--- src/rtl/ssc_pkg.sv ---
package ssc_pkg;

    // Item kinds
    localparam logic [1:0] FUNC_TICK     = 2'd0;
    localparam logic [1:0] FUNC_CMP      = 2'd1;
    localparam logic [1:0] FUNC_THROTTLE = 2'd2;

    // Motor modes
    localparam logic [1:0] MODE_IDLE  = 2'd0;
    localparam logic [1:0] MODE_START = 2'd1;
    localparam logic [1:0] MODE_WAIT  = 2'd2;
    localparam logic [1:0] MODE_RUN   = 2'd3;

    // Configuration register indexes
    localparam logic [2:0] REG_STALL_TIMEOUT    = 3'd0;
    localparam logic [2:0] REG_BRAKE_LEVEL      = 3'd1;
    localparam logic [2:0] REG_RAMP_STEP        = 3'd2;
    localparam logic [2:0] REG_START_DUTY       = 3'd3;
    localparam logic [2:0] REG_START_STEP_TICKS = 3'd4;
    localparam logic [2:0] REG_START_STEPS      = 3'd5;
    localparam logic [2:0] REG_QUALIFY_SAMPLES  = 3'd6;
    localparam logic [2:0] REG_MIN_DUTY         = 3'd7;

    localparam int CFG_INDEX_W = 3;
    localparam int CFG_DATA_W  = 16;

    // Duty above which an idle motor starts
    localparam logic [7:0] START_LEVEL = 8'd20;
    localparam logic [7:0] COMPARE_MAX = 8'hFF;
    localparam logic [7:0] COMPARE_MIN = 8'h00;
    localparam logic [9:0] ADC_FULL    = 10'd1023;

    // Entries 0..2 are the high sides of phases 1..3, entries 3..5 the low sides
    typedef logic [5:0][7:0] gates_t;

    localparam gates_t GATES_OFF = {COMPARE_MAX, COMPARE_MAX, COMPARE_MAX,
                                    COMPARE_MIN, COMPARE_MIN, COMPARE_MIN};

    function automatic logic [1:0] hi_phase(input logic [2:0] s);
        logic [1:0] p;
        unique case (s)
            3'd0, 3'd1: p = 2'd0;
            3'd2, 3'd3: p = 2'd1;
            3'd4, 3'd5: p = 2'd2;
            default:    p = 2'd0;
        endcase
        return p;
    endfunction

    function automatic logic [1:0] lo_phase(input logic [2:0] s);
        logic [1:0] p;
        unique case (s)
            3'd0, 3'd5: p = 2'd1;
            3'd1, 3'd2: p = 2'd2;
            3'd3, 3'd4: p = 2'd0;
            default:    p = 2'd1;
        endcase
        return p;
    endfunction

    function automatic logic [1:0] edge_phase(input logic [2:0] s);
        logic [1:0] p;
        unique case (s)
            3'd0, 3'd3: p = 2'd2;
            3'd1, 3'd4: p = 2'd1;
            3'd2, 3'd5: p = 2'd0;
            default:    p = 2'd2;
        endcase
        return p;
    endfunction

    // Wanted comparator level: rising edge on even steps
    function automatic logic edge_rise(input logic [2:0] s);
        return ~s[0];
    endfunction

    function automatic gates_t apply_step(input logic [2:0] s, input logic [7:0] duty,
                                          input logic [7:0] brake);
        gates_t     g;
        logic [1:0] h;
        logic [1:0] l;
        g = GATES_OFF;
        h = hi_phase(s);
        l = lo_phase(s);
        g[{1'b0, h}] = duty;
        g[{1'b0, h} + 3'd3] = (duty != COMPARE_MIN) ? COMPARE_MAX : (COMPARE_MAX - brake);
        g[{1'b0, l} + 3'd3] = COMPARE_MIN;
        return g;
    endfunction

endpackage

--- src/rtl/sensorless_six_step_commutator_top.sv ---
// Six-step sensorless commutator for a three-phase brushless motor.
//
// Input channel (in_valid/in_ready): one transaction per timer tick, comparator
// sample or throttle sample, selected by func. Output channel (out_valid/
// out_ready): exactly one transaction per input, carrying the six gate compare
// values, the commutation step, the mode and the gated drive duty after that
// input has been applied.
// An accepted input passes from the input register into the state registers,
// which drive the output. Throughput: one transaction per cycle while the
// output is not stalled; all per-item work (timer add, throttle scale by shift
// and one correcting compare, qualify count, step table) sits in one stage
// between the input and the state registers. The state registers double as
// the output register: state only moves when the output slot is free or being
// emptied, so they always hold the result of the last transaction.
// Reset: motor idle, gates off (high sides 0, low sides 255), timers and
// throttle ramp cleared, configuration at its defaults; no clearing pass.
// Stall: when out_ready is low the result holds, the input register keeps one
// waiting transaction, and in_ready drops until the output is taken.
// Configuration is written through cfg_wr_en/cfg_index/cfg_data; the user must
// write it only while no transaction is in flight, the block does not enforce it.
module sensorless_six_step_commutator_top
    import ssc_pkg::*;
#(
    parameter int TIMER_BITS = 16
) (
    input  logic                   clk,
    input  logic                   rst_n,
    input  logic                   cfg_wr_en,
    input  logic [CFG_INDEX_W-1:0] cfg_index,
    input  logic [CFG_DATA_W-1:0]  cfg_data,
    input  logic                   in_valid,
    output logic                   in_ready,
    input  logic [1:0]             func,
    input  logic [2:0]             bemf_levels,
    input  logic [9:0]             throttle_adc,
    output logic                   out_valid,
    input  logic                   out_ready,
    output logic [7:0]             high1,
    output logic [7:0]             high2,
    output logic [7:0]             high3,
    output logic [7:0]             low1,
    output logic [7:0]             low2,
    output logic [7:0]             low3,
    output logic [2:0]             step_now,
    output logic [1:0]             mode_now,
    output logic [7:0]             drive_duty
);

    // Timer comparisons run at the wider of the timer and the 16-bit limits
    localparam int CMP_W = (TIMER_BITS > 16) ? TIMER_BITS : 16;

    // ---------------- configuration registers ----------------
    logic [15:0] stall_timeout_reg;
    logic [7:0]  brake_level_reg;
    logic [7:0]  ramp_step_reg;
    logic [7:0]  start_duty_reg;
    logic [15:0] start_step_ticks_reg;
    logic [7:0]  start_steps_reg;
    logic [3:0]  qualify_samples_reg;
    logic [7:0]  min_duty_reg;

    always_ff @(posedge clk or negedge rst_n)
    begin
        if (!rst_n)
        begin
            stall_timeout_reg    <= 16'd1072;
            brake_level_reg      <= 8'd20;
            ramp_step_reg        <= 8'd2;
            start_duty_reg       <= 8'd30;
            start_step_ticks_reg <= 16'd144;
            start_steps_reg      <= 8'd12;
            qualify_samples_reg  <= 4'd10;
            min_duty_reg         <= 8'd15;
        end
        else if (cfg_wr_en)
        begin
            unique case (cfg_index)
                REG_STALL_TIMEOUT:    stall_timeout_reg    <= cfg_data;
                REG_BRAKE_LEVEL:      brake_level_reg      <= cfg_data[7:0];
                REG_RAMP_STEP:        ramp_step_reg        <= cfg_data[7:0];
                REG_START_DUTY:       start_duty_reg       <= cfg_data[7:0];
                REG_START_STEP_TICKS: start_step_ticks_reg <= cfg_data;
                REG_START_STEPS:      start_steps_reg      <= cfg_data[7:0];
                REG_QUALIFY_SAMPLES:  qualify_samples_reg  <= cfg_data[3:0];
                REG_MIN_DUTY:         min_duty_reg         <= cfg_data[7:0];
                default:              ;
            endcase
        end
    end

    // ---------------- input register and handshake ----------------
    logic       in_valid_reg;
    logic [1:0] func_reg;
    logic [2:0] levels_reg;
    logic [9:0] adc_reg;
    logic       out_valid_reg;
    logic       advance;

    // Move the held transaction into state when the output slot can take it
    assign advance  = in_valid_reg && (!out_valid_reg || out_ready);
    assign in_ready = !in_valid_reg || advance;

    always_ff @(posedge clk or negedge rst_n)
    begin
        if (!rst_n)
        begin
            in_valid_reg  <= 1'b0;
            out_valid_reg <= 1'b0;
        end
        else
        begin
            if (in_ready)
            begin
                in_valid_reg <= in_valid;
            end
            if (advance)
            begin
                out_valid_reg <= 1'b1;
            end
            else if (out_ready)
            begin
                out_valid_reg <= 1'b0;
            end
        end
    end

    // Payload holds no reset value
    always_ff @(posedge clk)
    begin
        if (in_ready && in_valid)
        begin
            func_reg   <= func;
            levels_reg <= bemf_levels;
            adc_reg    <= throttle_adc;
        end
    end

    // ---------------- state ----------------
    logic [TIMER_BITS-1:0] tick_count_reg, tick_count_next;
    logic [TIMER_BITS-1:0] step_start_reg, step_start_next;
    logic [TIMER_BITS-1:0] lock_watch_reg, lock_watch_next;
    logic [2:0]            step_reg, step_next;
    logic [1:0]            mode_reg, mode_next;
    logic [7:0]            forced_count_reg, forced_count_next;
    logic [3:0]            match_count_reg, match_count_next;
    logic [7:0]            ramp_level_reg, ramp_level_next;
    logic [7:0]            duty_reg, duty_next;
    gates_t                gate_compare_reg, gate_compare_next;

    // ---------------- throttle: target = adc*255/1023 ----------------
    // Divide by 1023 as shift by 10 plus one correcting compare: the remainder
    // estimate stays below twice the divisor.
    logic [17:0] thr_prod;
    logic [7:0]  thr_quot;
    logic [10:0] thr_rem;
    logic [7:0]  thr_target;
    logic [8:0]  ramp_sum;
    logic [7:0]  thr_ramp;
    logic [7:0]  thr_duty;

    always_comb
    begin
        thr_prod   = {adc_reg, 8'd0} - {8'd0, adc_reg};
        thr_quot   = thr_prod[17:10];
        thr_rem    = {1'b0, thr_prod[9:0]} + {3'd0, thr_quot};
        thr_target = thr_quot + {7'd0, (thr_rem >= {1'b0, ADC_FULL})};
        ramp_sum   = {1'b0, ramp_level_reg} + {1'b0, ramp_step_reg};
        if (adc_reg >= {2'd0, min_duty_reg})
        begin
            // Ramp up gently, cut down at once
            if (ramp_level_reg < thr_target && ramp_sum <= {1'b0, COMPARE_MAX})
            begin
                thr_ramp = ramp_sum[7:0];
            end
            else
            begin
                thr_ramp = thr_target;
            end
        end
        else
        begin
            thr_ramp = 8'd0;
        end
        // Gate out pulses below the minimum duty
        thr_duty = (thr_ramp < min_duty_reg) ? 8'd0 : thr_ramp;
    end

    // ---------------- back-EMF edge qualification ----------------
    logic       edge_match;
    logic [3:0] qual_need;
    logic [4:0] match_inc;
    logic       qualified;
    logic [3:0] qual_count;
    logic [2:0] step_inc;

    always_comb
    begin
        edge_match = (levels_reg[edge_phase(step_reg)] == edge_rise(step_reg));
        qual_need  = (qualify_samples_reg == 4'd0) ? 4'd1 : qualify_samples_reg;
        match_inc  = {1'b0, match_count_reg} + 5'd1;
        qualified  = edge_match && (match_inc >= {1'b0, qual_need});
        // Drop the count on a mismatch and after a qualified edge
        qual_count = (edge_match && !qualified) ? match_inc[3:0] : 4'd0;
        step_inc   = (step_reg == 3'd5) ? 3'd0 : step_reg + 3'd1;
    end

    // ---------------- per-transaction update ----------------
    logic [TIMER_BITS-1:0] elapsed;

    always_comb
    begin
        tick_count_next   = tick_count_reg;
        step_start_next   = step_start_reg;
        lock_watch_next   = lock_watch_reg;
        step_next         = step_reg;
        mode_next         = mode_reg;
        forced_count_next = forced_count_reg;
        match_count_next  = match_count_reg;
        ramp_level_next   = ramp_level_reg;
        duty_next         = duty_reg;
        gate_compare_next = gate_compare_reg;
        elapsed           = tick_count_reg - step_start_reg;

        if (advance)
        begin
            // Event-specific update first
            if (func_reg == FUNC_TICK)
            begin
                tick_count_next = tick_count_reg + TIMER_BITS'(1);
                lock_watch_next = lock_watch_reg + TIMER_BITS'(1);
            end
            else if (func_reg == FUNC_THROTTLE)
            begin
                ramp_level_next = thr_ramp;
                duty_next       = thr_duty;
            end

            elapsed = tick_count_next - step_start_reg;

            // Then the mode sequencer
            unique case (mode_reg)
                MODE_IDLE:
                begin
                    if (duty_next > START_LEVEL)
                    begin
                        step_start_next   = tick_count_next;
                        step_next         = 3'd0;
                        forced_count_next = 8'd0;
                        match_count_next  = 4'd0;
                        gate_compare_next = apply_step(3'd0, start_duty_reg, brake_level_reg);
                        mode_next = (start_steps_reg == 8'd0) ? MODE_WAIT : MODE_START;
                    end
                    else
                    begin
                        gate_compare_next = GATES_OFF;
                    end
                end
                MODE_START:
                begin
                    if (CMP_W'(elapsed) > CMP_W'(start_step_ticks_reg))
                    begin
                        step_next         = step_inc;
                        gate_compare_next = apply_step(step_inc, start_duty_reg,
                                                       brake_level_reg);
                        step_start_next   = tick_count_next;
                        forced_count_next = forced_count_reg + 8'd1;
                    end
                    if (forced_count_next >= start_steps_reg)
                    begin
                        mode_next        = MODE_WAIT;
                        match_count_next = 4'd0;
                    end
                end
                MODE_WAIT:
                begin
                    if (CMP_W'(elapsed) >= CMP_W'(stall_timeout_reg))
                    begin
                        mode_next         = MODE_IDLE;
                        match_count_next  = 4'd0;
                        gate_compare_next = GATES_OFF;
                    end
                    else if (func_reg == FUNC_CMP)
                    begin
                        match_count_next = qual_count;
                        if (qualified)
                        begin
                            // First edge: lock and hand over to closed loop
                            lock_watch_next   = '0;
                            step_next         = step_inc;
                            gate_compare_next = apply_step(step_inc, start_duty_reg,
                                                           brake_level_reg);
                            ramp_level_next   = start_duty_reg;
                            duty_next         = start_duty_reg;
                            mode_next         = MODE_RUN;
                        end
                    end
                end
                MODE_RUN:
                begin
                    if (func_reg == FUNC_CMP)
                    begin
                        match_count_next = qual_count;
                        if (qualified)
                        begin
                            lock_watch_next   = '0;
                            step_next         = step_inc;
                            gate_compare_next = apply_step(step_inc, duty_next,
                                                           brake_level_reg);
                        end
                    end
                    // Watchdog after any edge: drop to idle on loss of lock
                    if (CMP_W'(lock_watch_next) > CMP_W'(stall_timeout_reg))
                    begin
                        mode_next         = MODE_IDLE;
                        match_count_next  = 4'd0;
                        gate_compare_next = GATES_OFF;
                    end
                end
                default:
                begin
                    mode_next = MODE_IDLE;
                end
            endcase
        end
    end

    always_ff @(posedge clk or negedge rst_n)
    begin
        if (!rst_n)
        begin
            tick_count_reg   <= '0;
            step_start_reg   <= '0;
            lock_watch_reg   <= '0;
            step_reg         <= 3'd0;
            mode_reg         <= MODE_IDLE;
            forced_count_reg <= 8'd0;
            match_count_reg  <= 4'd0;
            ramp_level_reg   <= 8'd0;
            duty_reg         <= 8'd0;
            gate_compare_reg <= GATES_OFF;
        end
        else
        begin
            tick_count_reg   <= tick_count_next;
            step_start_reg   <= step_start_next;
            lock_watch_reg   <= lock_watch_next;
            step_reg         <= step_next;
            mode_reg         <= mode_next;
            forced_count_reg <= forced_count_next;
            match_count_reg  <= match_count_next;
            ramp_level_reg   <= ramp_level_next;
            duty_reg         <= duty_next;
            gate_compare_reg <= gate_compare_next;
        end
    end

    // ---------------- outputs straight from state ----------------
    assign out_valid  = out_valid_reg;
    assign high1      = gate_compare_reg[0];
    assign high2      = gate_compare_reg[1];
    assign high3      = gate_compare_reg[2];
    assign low1       = gate_compare_reg[3];
    assign low2       = gate_compare_reg[4];
    assign low3       = gate_compare_reg[5];
    assign step_now   = step_reg;
    assign mode_now   = mode_reg;
    assign drive_duty = duty_reg;

endmodule

--- config.mk ---
export PLATFORM = sky130hd
export DESIGN_NAME = sensorless_six_step_commutator_top
export DESIGN_NICKNAME = d
export VERILOG_FILES = /design/src/rtl/ssc_pkg.sv /design/src/rtl/sensorless_six_step_commutator_top.sv
export SDC_FILE = /design/constraint.sdc
export NUM_CORES = 1
export LEC_CHECK = 0
export ABC_AREA = 1
export BUFFER_PORTS_ARGS = -buffer_cell sky130_fd_sc_hd__buf_2
export CAP_MARGIN = 40
export CORE_ASPECT_RATIO = 1.25
export CORE_MARGIN = 1.5
export CORE_UTILIZATION = 58
export CTS_BUF_LIST = sky130_fd_sc_hd__clkbuf_8
export CTS_CLUSTER_SIZE = 28
export DETAILED_ROUTE_END_ITERATION = 10
export MAX_ROUTING_LAYER = met4
export PLACE_DENSITY = 0.82
export SYNTH_ARGS = -nofsm -noshare
export SYNTH_HDL_FRONTEND = slang
export SYNTH_SLANG_ARGS = --single-unit
--- constraint.sdc ---
create_clock -name clk -period 7.03 [get_ports clk]
set_clock_uncertainty 0.15 [all_clocks]
set_input_delay 0.703 -clock clk [delete_from_list [all_inputs] [get_ports clk]]
set_output_delay 0.703 -clock clk [all_outputs]
set_load 0.005 [all_outputs]
---- After elaboration in Yosys (flattened, before gate mapping) ----
Cells that the tools add are included.
word-level totals
  bits in registers ....................... 222
  word-level logic and storage cells ...... 314
  output and inout bits ................... 63
  input port bits ......................... 39
operators by class
  $add $sub $neg .......................... 19
  muxes and demuxes ....................... 128
  bitwise operators ....................... 21
  equal/unequal tests ..................... 31
  magnitude comparators ................... 36
  reductions and logical operators ........ 51
operators with widths
  kind                                                                    count
  48-bit two-way mux                                                      8
  8-bit two-way mux                                                       34
  48-bit AND                                                              4
  48-bit bitwise mux                                                      4
  8-bit demux with 3-bit select                                           8
  48-bit NOT                                                              4
  48-bit one-hot mux with 4 select lines                                  1
  16-bit two-way mux                                                      10
  24-bit AND                                                              4
  8-bit NOT with 24-bit output                                            4
  24-bit bitwise OR                                                       4
  2-bit two-way mux                                                       33
  8-bit demux with 2-bit select                                           4
  16-bit one-hot mux with 2 select lines                                  2
  16-bit by 1-bit adder with 16-bit output (second input constant)        2
  16-bit greater-than comparator                                          2
  3-bit by 4-bit < comparator with 1-bit output (second input constant)   8
  4-bit two-way mux                                                       7
  2-bit by 2-bit adder with 3-bit output (second input constant)          8
  3-bit equality test (second input constant)                             8
  3-bit by 1-bit >= comparator with 1-bit output (second input constant)  8
  3-bit two-way mux                                                       6
  18-bit by 10-bit subtractor with 18-bit output                          1
  1-bit logical AND                                                       17
  other kinds (47)                                                        95

---- Depth between registers and ports, before layout ----
  depth after elaboration ................. 27
  depth in mapped cells ................... 58
  gate-level depth less buffers ........... 57

---- Worst setup path before layout ----
Ideal clock, no wire load.
  kind .................................... flip-flop to flip-flop
  start point ............................. register adc_reg[0]
  end point ............................... register gate_compare_reg (netlist bit high1[0])
  period minus slack after synthesis ...... 7,125 ps
  path buffers ............................ 1
  setup time .............................. 117 ps
  cell stages (with the launch flop) ...... 46
  setup slack ............................. -95 ps
  data arrival time ....................... 6,859 ps
  required time ........................... 6,763 ps
  path through ............................ edfxtp_1 > ha_1 > inv_1 > nor2_1 > nand4_4 > nand2_1 > nand2_1 > nand2_2 > inv_1 > fa_1 > o211ai_1 > a2111oi_0 > nand3_1 > or4_1 > o41ai_1 > ha_1 > inv_1 > nor2_4 > (+10 left out) > nand3_2 > inv_1 > ha_1 > a21oi_1 > nor2_1 > a211oi_1 > nand2_2 > nand2_1 > nand2_1 > nor2_1 > nand2_1 > nor2_4 > buf_6 > nand3_2 > o21ai_1 > nand2_1 > nand2_1 > nand2_1
on the way
  word-level cells in the longest chain between the ends .. 21
  elaborated cells on any way between the ends .. 25
  classes of those cells .................. add/sub (3); order compare (5); mux (13); bitwise (2); reduce/logical (2)
RTL lines
  what                                              RTL line                                   RTL
  start: declaration                                sensorless_six_step_commutator_top.sv:95   logic [9:0] adc_reg;
  start signal: assignment                          sensorless_six_step_commutator_top.sv:134  adc_reg <= throttle_adc;
  18-bit by 10-bit subtractor with 18-bit output    sensorless_six_step_commutator_top.sv:163  thr_prod = {adc_reg, 8'd0} - {8'd0, adc_reg};
  10-bit by 8-bit adder with 11-bit output          sensorless_six_step_commutator_top.sv:165  thr_rem = {1'b0, thr_prod[9:0]} + {3'd0, thr_quot};
  11-bit by 10-bit >= comparator with 1-bit output  sensorless_six_step_commutator_top.sv:166  thr_target = thr_quot + {7'd0, (thr_rem >= {1'b0, ADC_FULL})};
  8-bit by 1-bit adder with 8-bit output            sensorless_six_step_commutator_top.sv:166
  8-bit < comparator                                sensorless_six_step_commutator_top.sv:171  if (ramp_level_reg < thr_target && ramp_sum <= {1'b0, COMPARE_MAX})
  1-bit logical AND                                 sensorless_six_step_commutator_top.sv:171
  8-bit two-way mux                                 sensorless_six_step_commutator_top.sv:171
  8-bit two-way mux *                               sensorless_six_step_commutator_top.sv:168  if (adc_reg >= {2'd0, min_duty_reg})
  (+5 left out)                                     -
  8-bit nonzero test                                ssc_pkg.sv:86                              g[{1'b0, h} + 3'd3] = (duty != COMPARE_MIN) ? COMPARE_MAX : (COMPARE_MAX - brake);
  8-bit two-way mux                                 ssc_pkg.sv:86
  48-bit bitwise mux                                ssc_pkg.sv:86
  48-bit AND (no source line)                       -
  48-bit two-way mux                                sensorless_six_step_commutator_top.sv:303  if (qualified)
  48-bit two-way mux                                sensorless_six_step_commutator_top.sv:300  if (func_reg == FUNC_CMP)
  48-bit two-way mux                                sensorless_six_step_commutator_top.sv:312  if (CMP_W'(lock_watch_next) > CMP_W'(stall_timeout_reg))
  48-bit one-hot mux with 4 select lines *          sensorless_six_step_commutator_top.sv:241  unique case (mode_reg)
  end signal: assignment                            sensorless_six_step_commutator_top.sv:353  gate_compare_reg <= gate_compare_next;
  end: declaration                                  sensorless_six_step_commutator_top.sv:148  gates_t gate_compare_reg, gate_compare_next;
Every way passes the cells marked *; elsewhere a longest branch is shown, timed or not. The select of a mux whose other input is x is not followed.
A chain may end at the register's enable or synchronous reset.

---- Final worst setup path ----
  start point ............................. register adc_reg[1]
  end point ............................... register step_start_reg[7]
on the way
  word-level cells in the longest chain between the ends .. 16
  elaborated cells on any way between the ends .. 17
  classes of those cells .................. add/sub (3); order compare (5); eq/ne (1); mux (6); reduce/logical (2)
RTL lines
  what                                                        RTL line                                   RTL
  18-bit by 10-bit subtractor with 18-bit output              sensorless_six_step_commutator_top.sv:163
  10-bit by 8-bit adder with 11-bit output                    sensorless_six_step_commutator_top.sv:165
  11-bit by 10-bit >= comparator with 1-bit output            sensorless_six_step_commutator_top.sv:166
  8-bit by 1-bit adder with 8-bit output                      sensorless_six_step_commutator_top.sv:166
  8-bit < comparator                                          sensorless_six_step_commutator_top.sv:171
  1-bit logical AND                                           sensorless_six_step_commutator_top.sv:171
  8-bit two-way mux                                           sensorless_six_step_commutator_top.sv:171
  8-bit two-way mux *                                         sensorless_six_step_commutator_top.sv:168
  8-bit < comparator                                          sensorless_six_step_commutator_top.sv:185  thr_duty = (thr_ramp < min_duty_reg) ? 8'd0 : thr_ramp;
  8-bit two-way mux *                                         sensorless_six_step_commutator_top.sv:185
  8-bit two-way mux *                                         sensorless_six_step_commutator_top.sv:232  else if (func_reg == FUNC_THROTTLE)
  8-bit two-way mux *                                         sensorless_six_step_commutator_top.sv:227  if (func_reg == FUNC_TICK)
  8-bit two-way mux *                                         sensorless_six_step_commutator_top.sv:224  if (advance)
  8-bit by 5-bit greater-than comparator with 1-bit output *  sensorless_six_step_commutator_top.sv:244  if (duty_next > START_LEVEL)
  2-bit != test (no source line) *                            -
  4-bit AND reduction (no source line) *                      -
  end signal: assignment                                      sensorless_six_step_commutator_top.sv:345  step_start_reg <= step_start_next;
  end: declaration                                            sensorless_six_step_commutator_top.sv:140  logic [TIMER_BITS-1:0] step_start_reg, step_start_next;
Marks and branches as above.

==> flow_summary.json <==
{
  "rsz0062_at_grt": "yes",
  "drive_above_1_share_pct": 27.71,
  "setup_viol": 82,
  "die_w_um": 152.4,
  "wl_per_cell_um": 18.38,
  "cp-start-kind": "flop",
  "ys.flop_type": "dfrtp_1",
  "core_area_sq_um": 27570,
  "synthesis.area_sq_um": 16190,
  "status": "complete, but fails checks",
  "pre_cts_slack_ns": -0.4704,
  "insertion_delay_ns": 0.57,
  "relSlewSlack_pct": 35.08,
  "fin_crit_sh_pct": 109.2,
  "clk_path_buf_depth": 3,
  "num_vias": 16670,
  "final_nets": 2631,
  "leakagePower_nw": 10.21,
  "ant_nets": 0,
  "cts_tree": "yes",
  "cpMaxStageDelayCell": "edfxtp_1",
  "synth_cell_types": 62,
  "syn_to_final_growth_pct": 27.13,
  "vias_per_cell": 5.865,
  "synthArstFlopShare_pct": 93.24,
  "hold_ws_ns": 0.03304,
  "drt_iter0_drc": 1355,
  "die_height_um": 189.8,
  "cts_num_sinks": 222,
  "synth_edf_count": 15,
  "layout_min_cycle_time_ns": 7.679,
  "hold_class": "in -> async",
  "synth_nets": 2376,
  "hold_buffers": 0,
  "fill_cells": 1986,
  "maxCapViolCount": 0,
  "cp.arrival_ns": 7.96,
  "finalWorstSetupSlack_ns": -0.6493,
  "cp.required_ns": 7.31,
  "place_congestion": 1.013,
  "avgSynthCellArea_sq_um": 7.334,
  "worstMarginPinSlew_ns": 0.9728,
  "seq_area_sq_um": 5685,
  "fin_cells": 2842,
  "drv_slew": 0,
  "placedCellCount": 2716,
  "drtPass1Iterations": 8,
  "multiInputGateArea_sq_um": 10130,
  "initial_core_util_pct": 58.71,
  "fmax_mhz": 130.2,
  "grt_max_degree": 86,
  "violations": "setup timing",
  "ys_warn_count": 0,
  "grt_overflow_total": 0,
  "ys_seq_area_share_pct": 35.13,
  "routed_wl_mm": 52.22,
  "htree_levels": 2,
  "numCtsBuffers": 39,
  "p_per_area_nw_per_um2": 496.5,
  "grtUsageTotal_pct": 35.51,
  "core.rowCount": 68,
  "worstSetupEndpointType": "flop",
  "drc": 0,
  "first_global_vias": 15990,
  "die-area_sq_um": 28920,
  "yosys_register_bits": 222,
  "crit_type": "reg -> reg",
  "cp_common_cell": "nand2_4",
  "grt_pass1_wl_mm": 80.30,
  "path_max_fanout": 8,
  "io_pins": 102,
  "slowest_delay_ns": 0.45,
  "vdd_drop_max_mv": 0.6279,
  "finalHoldViolCount": 0,
  "antenna_found_initial": 1,
  "syn-instance-count": 2207,
  "root_buffer": "clkbuf_8",
  "path_clk_slew_ns": 0.07,
  "post-dp-hpwl_mm": 35.31,
  "numPortBuffers": 101
}
final timing paths:
| kind | from | endpoint | slack, ns | depth (start not counted) |
|---|---|---|---|---|
| max | adc_reg[1] | step_start_reg[7] | -0.65 | 54 |
| min | rst_n | ramp_level_reg[6] | 0.03 | 1 |
| max reg2reg | adc_reg[1] | step_start_reg[7] | -0.65 | 54 |
| min reg2reg | low1[2] | low1[2] | 0.32 | 2 |
| max in group asynchronous | rst_n | tick_count_reg[15] | 5.48 | 3 |
| min in group clk | throttle_adc[9] | adc_reg[9] | 0.15 | 1 |
synthesized netlist by cell type (3+ instances only):
cell type / instances / share of area, %
ha_1: 127 / 9.8
buf_6: 6 / 0.42
buf_2: 10 / 0.31
clkinv_1: 9 / 0.21
o221ai_1: 4 / 0.22
xnor2_1: 9 / 0.49
nand2_4: 6 / 0.42
nor2_2: 14 / 0.54
nand4_1: 14 / 0.54
nand3_2: 19 / 1.2
inv_2: 18 / 0.42
xor2_1: 58 / 3.1
nor3_1: 13 / 0.40
fa_1: 3 / 0.37
a2111oi_0: 4 / 0.22
nor2_1: 124 / 2.9
a211oi_1: 13 / 0.60
dfrtp_1: 163 / 25
inv_1: 297 / 6.9
a31oi_1: 21 / 0.81
o21a_1: 5 / 0.23
clkbuf_1: 49 / 1.1
edfxtp_1: 15 / 2.8
nand3b_1: 3 / 0.14
o21ai_2: 8 / 0.43
nor4_1: 6 / 0.23
nor2_4: 5 / 0.35
o211ai_1: 7 / 0.32
nand2_1: 594 / 14
nand3_1: 95 / 2.9
o21ai_1: 21 / 0.65
a22oi_1: 9 / 0.42
a21oi_1: 118 / 3.6
o21ai_0: 218 / 6.7
or2_2: 3 / 0.12
o22ai_1: 25 / 0.97
nand2_2: 19 / 0.73
dfstp_2: 44 / 7.1
area by class of cell:
| cell class | count | area share, % |
|---|---|---|
| multi-input cells | 1592 | 49.25 |
| flip-flops and latches | 222 | 27.63 |
| repair buffers | 283 | 10.70 |
| inverters | 324 | 5.971 |
| clock buffers | 56 | 3.746 |
| well taps | 350 | 2.128 |
| clock inverters | 13 | 0.5594 |
| diodes | 2 | 0.02432 |
layout by cell type (no fill, tap or decap), types with 7 or more instances in the layout:
cell type | netlist | final
dfrtp_1 | 163 | 163
nor2_1 | 124 | 114
o21ai_0 | 218 | 191
ha_4 | 0 | 12
nor2_2 | 14 | 15
buf_4 | 2 | 148
dfstp_2 | 44 | 44
buf_2 | 10 | 101
nand2_4 | 6 | 29
o211ai_1 | 7 | 7
clkbuf_8 | 0 | 57
xor2_1 | 58 | 55
o21ai_1 | 21 | 26
a31oi_1 | 21 | 21
nand3_4 | 0 | 13
buf_12 | 0 | 9
nor3_1 | 13 | 11
a211oi_1 | 13 | 12
o21ai_2 | 8 | 29
nand2_2 | 19 | 45
nor2_4 | 5 | 14
inv_2 | 18 | 25
ha_1 | 127 | 113
buf_6 | 6 | 12
nand3_1 | 95 | 43
edfxtp_1 | 15 | 15
a22oi_1 | 9 | 9
inv_1 | 297 | 291
nand4_1 | 14 | 14
xnor2_1 | 9 | 9
a21oi_1 | 118 | 103
nand2_1 | 594 | 541
o22ai_1 | 25 | 20
a21oi_2 | 1 | 15
nand3_2 | 19 | 58
clkinv_1 | 9 | 9
layer usage:
metal  wire [um]  up-vias  global-route usage, %
met5           0        -                      -
met4        3640        0                  20.34
met3        3882      304                  4.784
met2       25540      818                  60.65
met1       19170     7836                  40.15
li1            -     7711                      -
cells by family after synthesis:
logic type	after synthesis	synth area share, %
XOR/XNOR	69	3.896
adder cells (fa/ha/maj)	130	10.19
AND/OR/NAND/NOR	925	25.13
buffers and inverters	393	9.586
AO/OA/AOI/OAI	467	16.01
multiplexers	1	0.06185
flip-flops	222	35.13
through the flow:
step | TNS, ns | power (W) | area [sq um] | utilization [%]
6_report | -41.44 | 0.01022 | 20580 | 74.65
5_1_grt | -63.85 | 0.01097 | 20570 | 74.64
4_1_cts | -20.59 | 0.009606 | 19990 | 72.51
3_5_place_dp | -31.77 | 0.007702 | 17850 | 64.76
3_3_place_gp | -16.63 | 0.007442 | 17760 | 64.44
2_1_floorplan | 0 | 0.005814 | 16190 | -
power breakdown:
part	internal, W	switching, W
clock network	0.000778	0.000571
registers	0.00170	0.000329
logic	0.00266	0.00418
repair_timing:
action,4_1_cts,5_1_grt
resized for setup,174,141
pin swaps,50,56
gates cloned,8,0
setup endpoints to repair,81,89
endpoints found under the hold margin,0,0
buffers inserted,44,14
worst max-delay path, delay by kind of cell (launching register included):
family,cells,cell delay [ns]
AND/OR/NAND/NOR,31,3.22
adder cells (fa/ha/maj),5,1.38
flip-flops,1,0.45
AO/OA/AOI/OAI,5,0.89
XOR/XNOR,1,0.07
buffers and inverters,12,1.36
(Power assumes the default switching activity.)
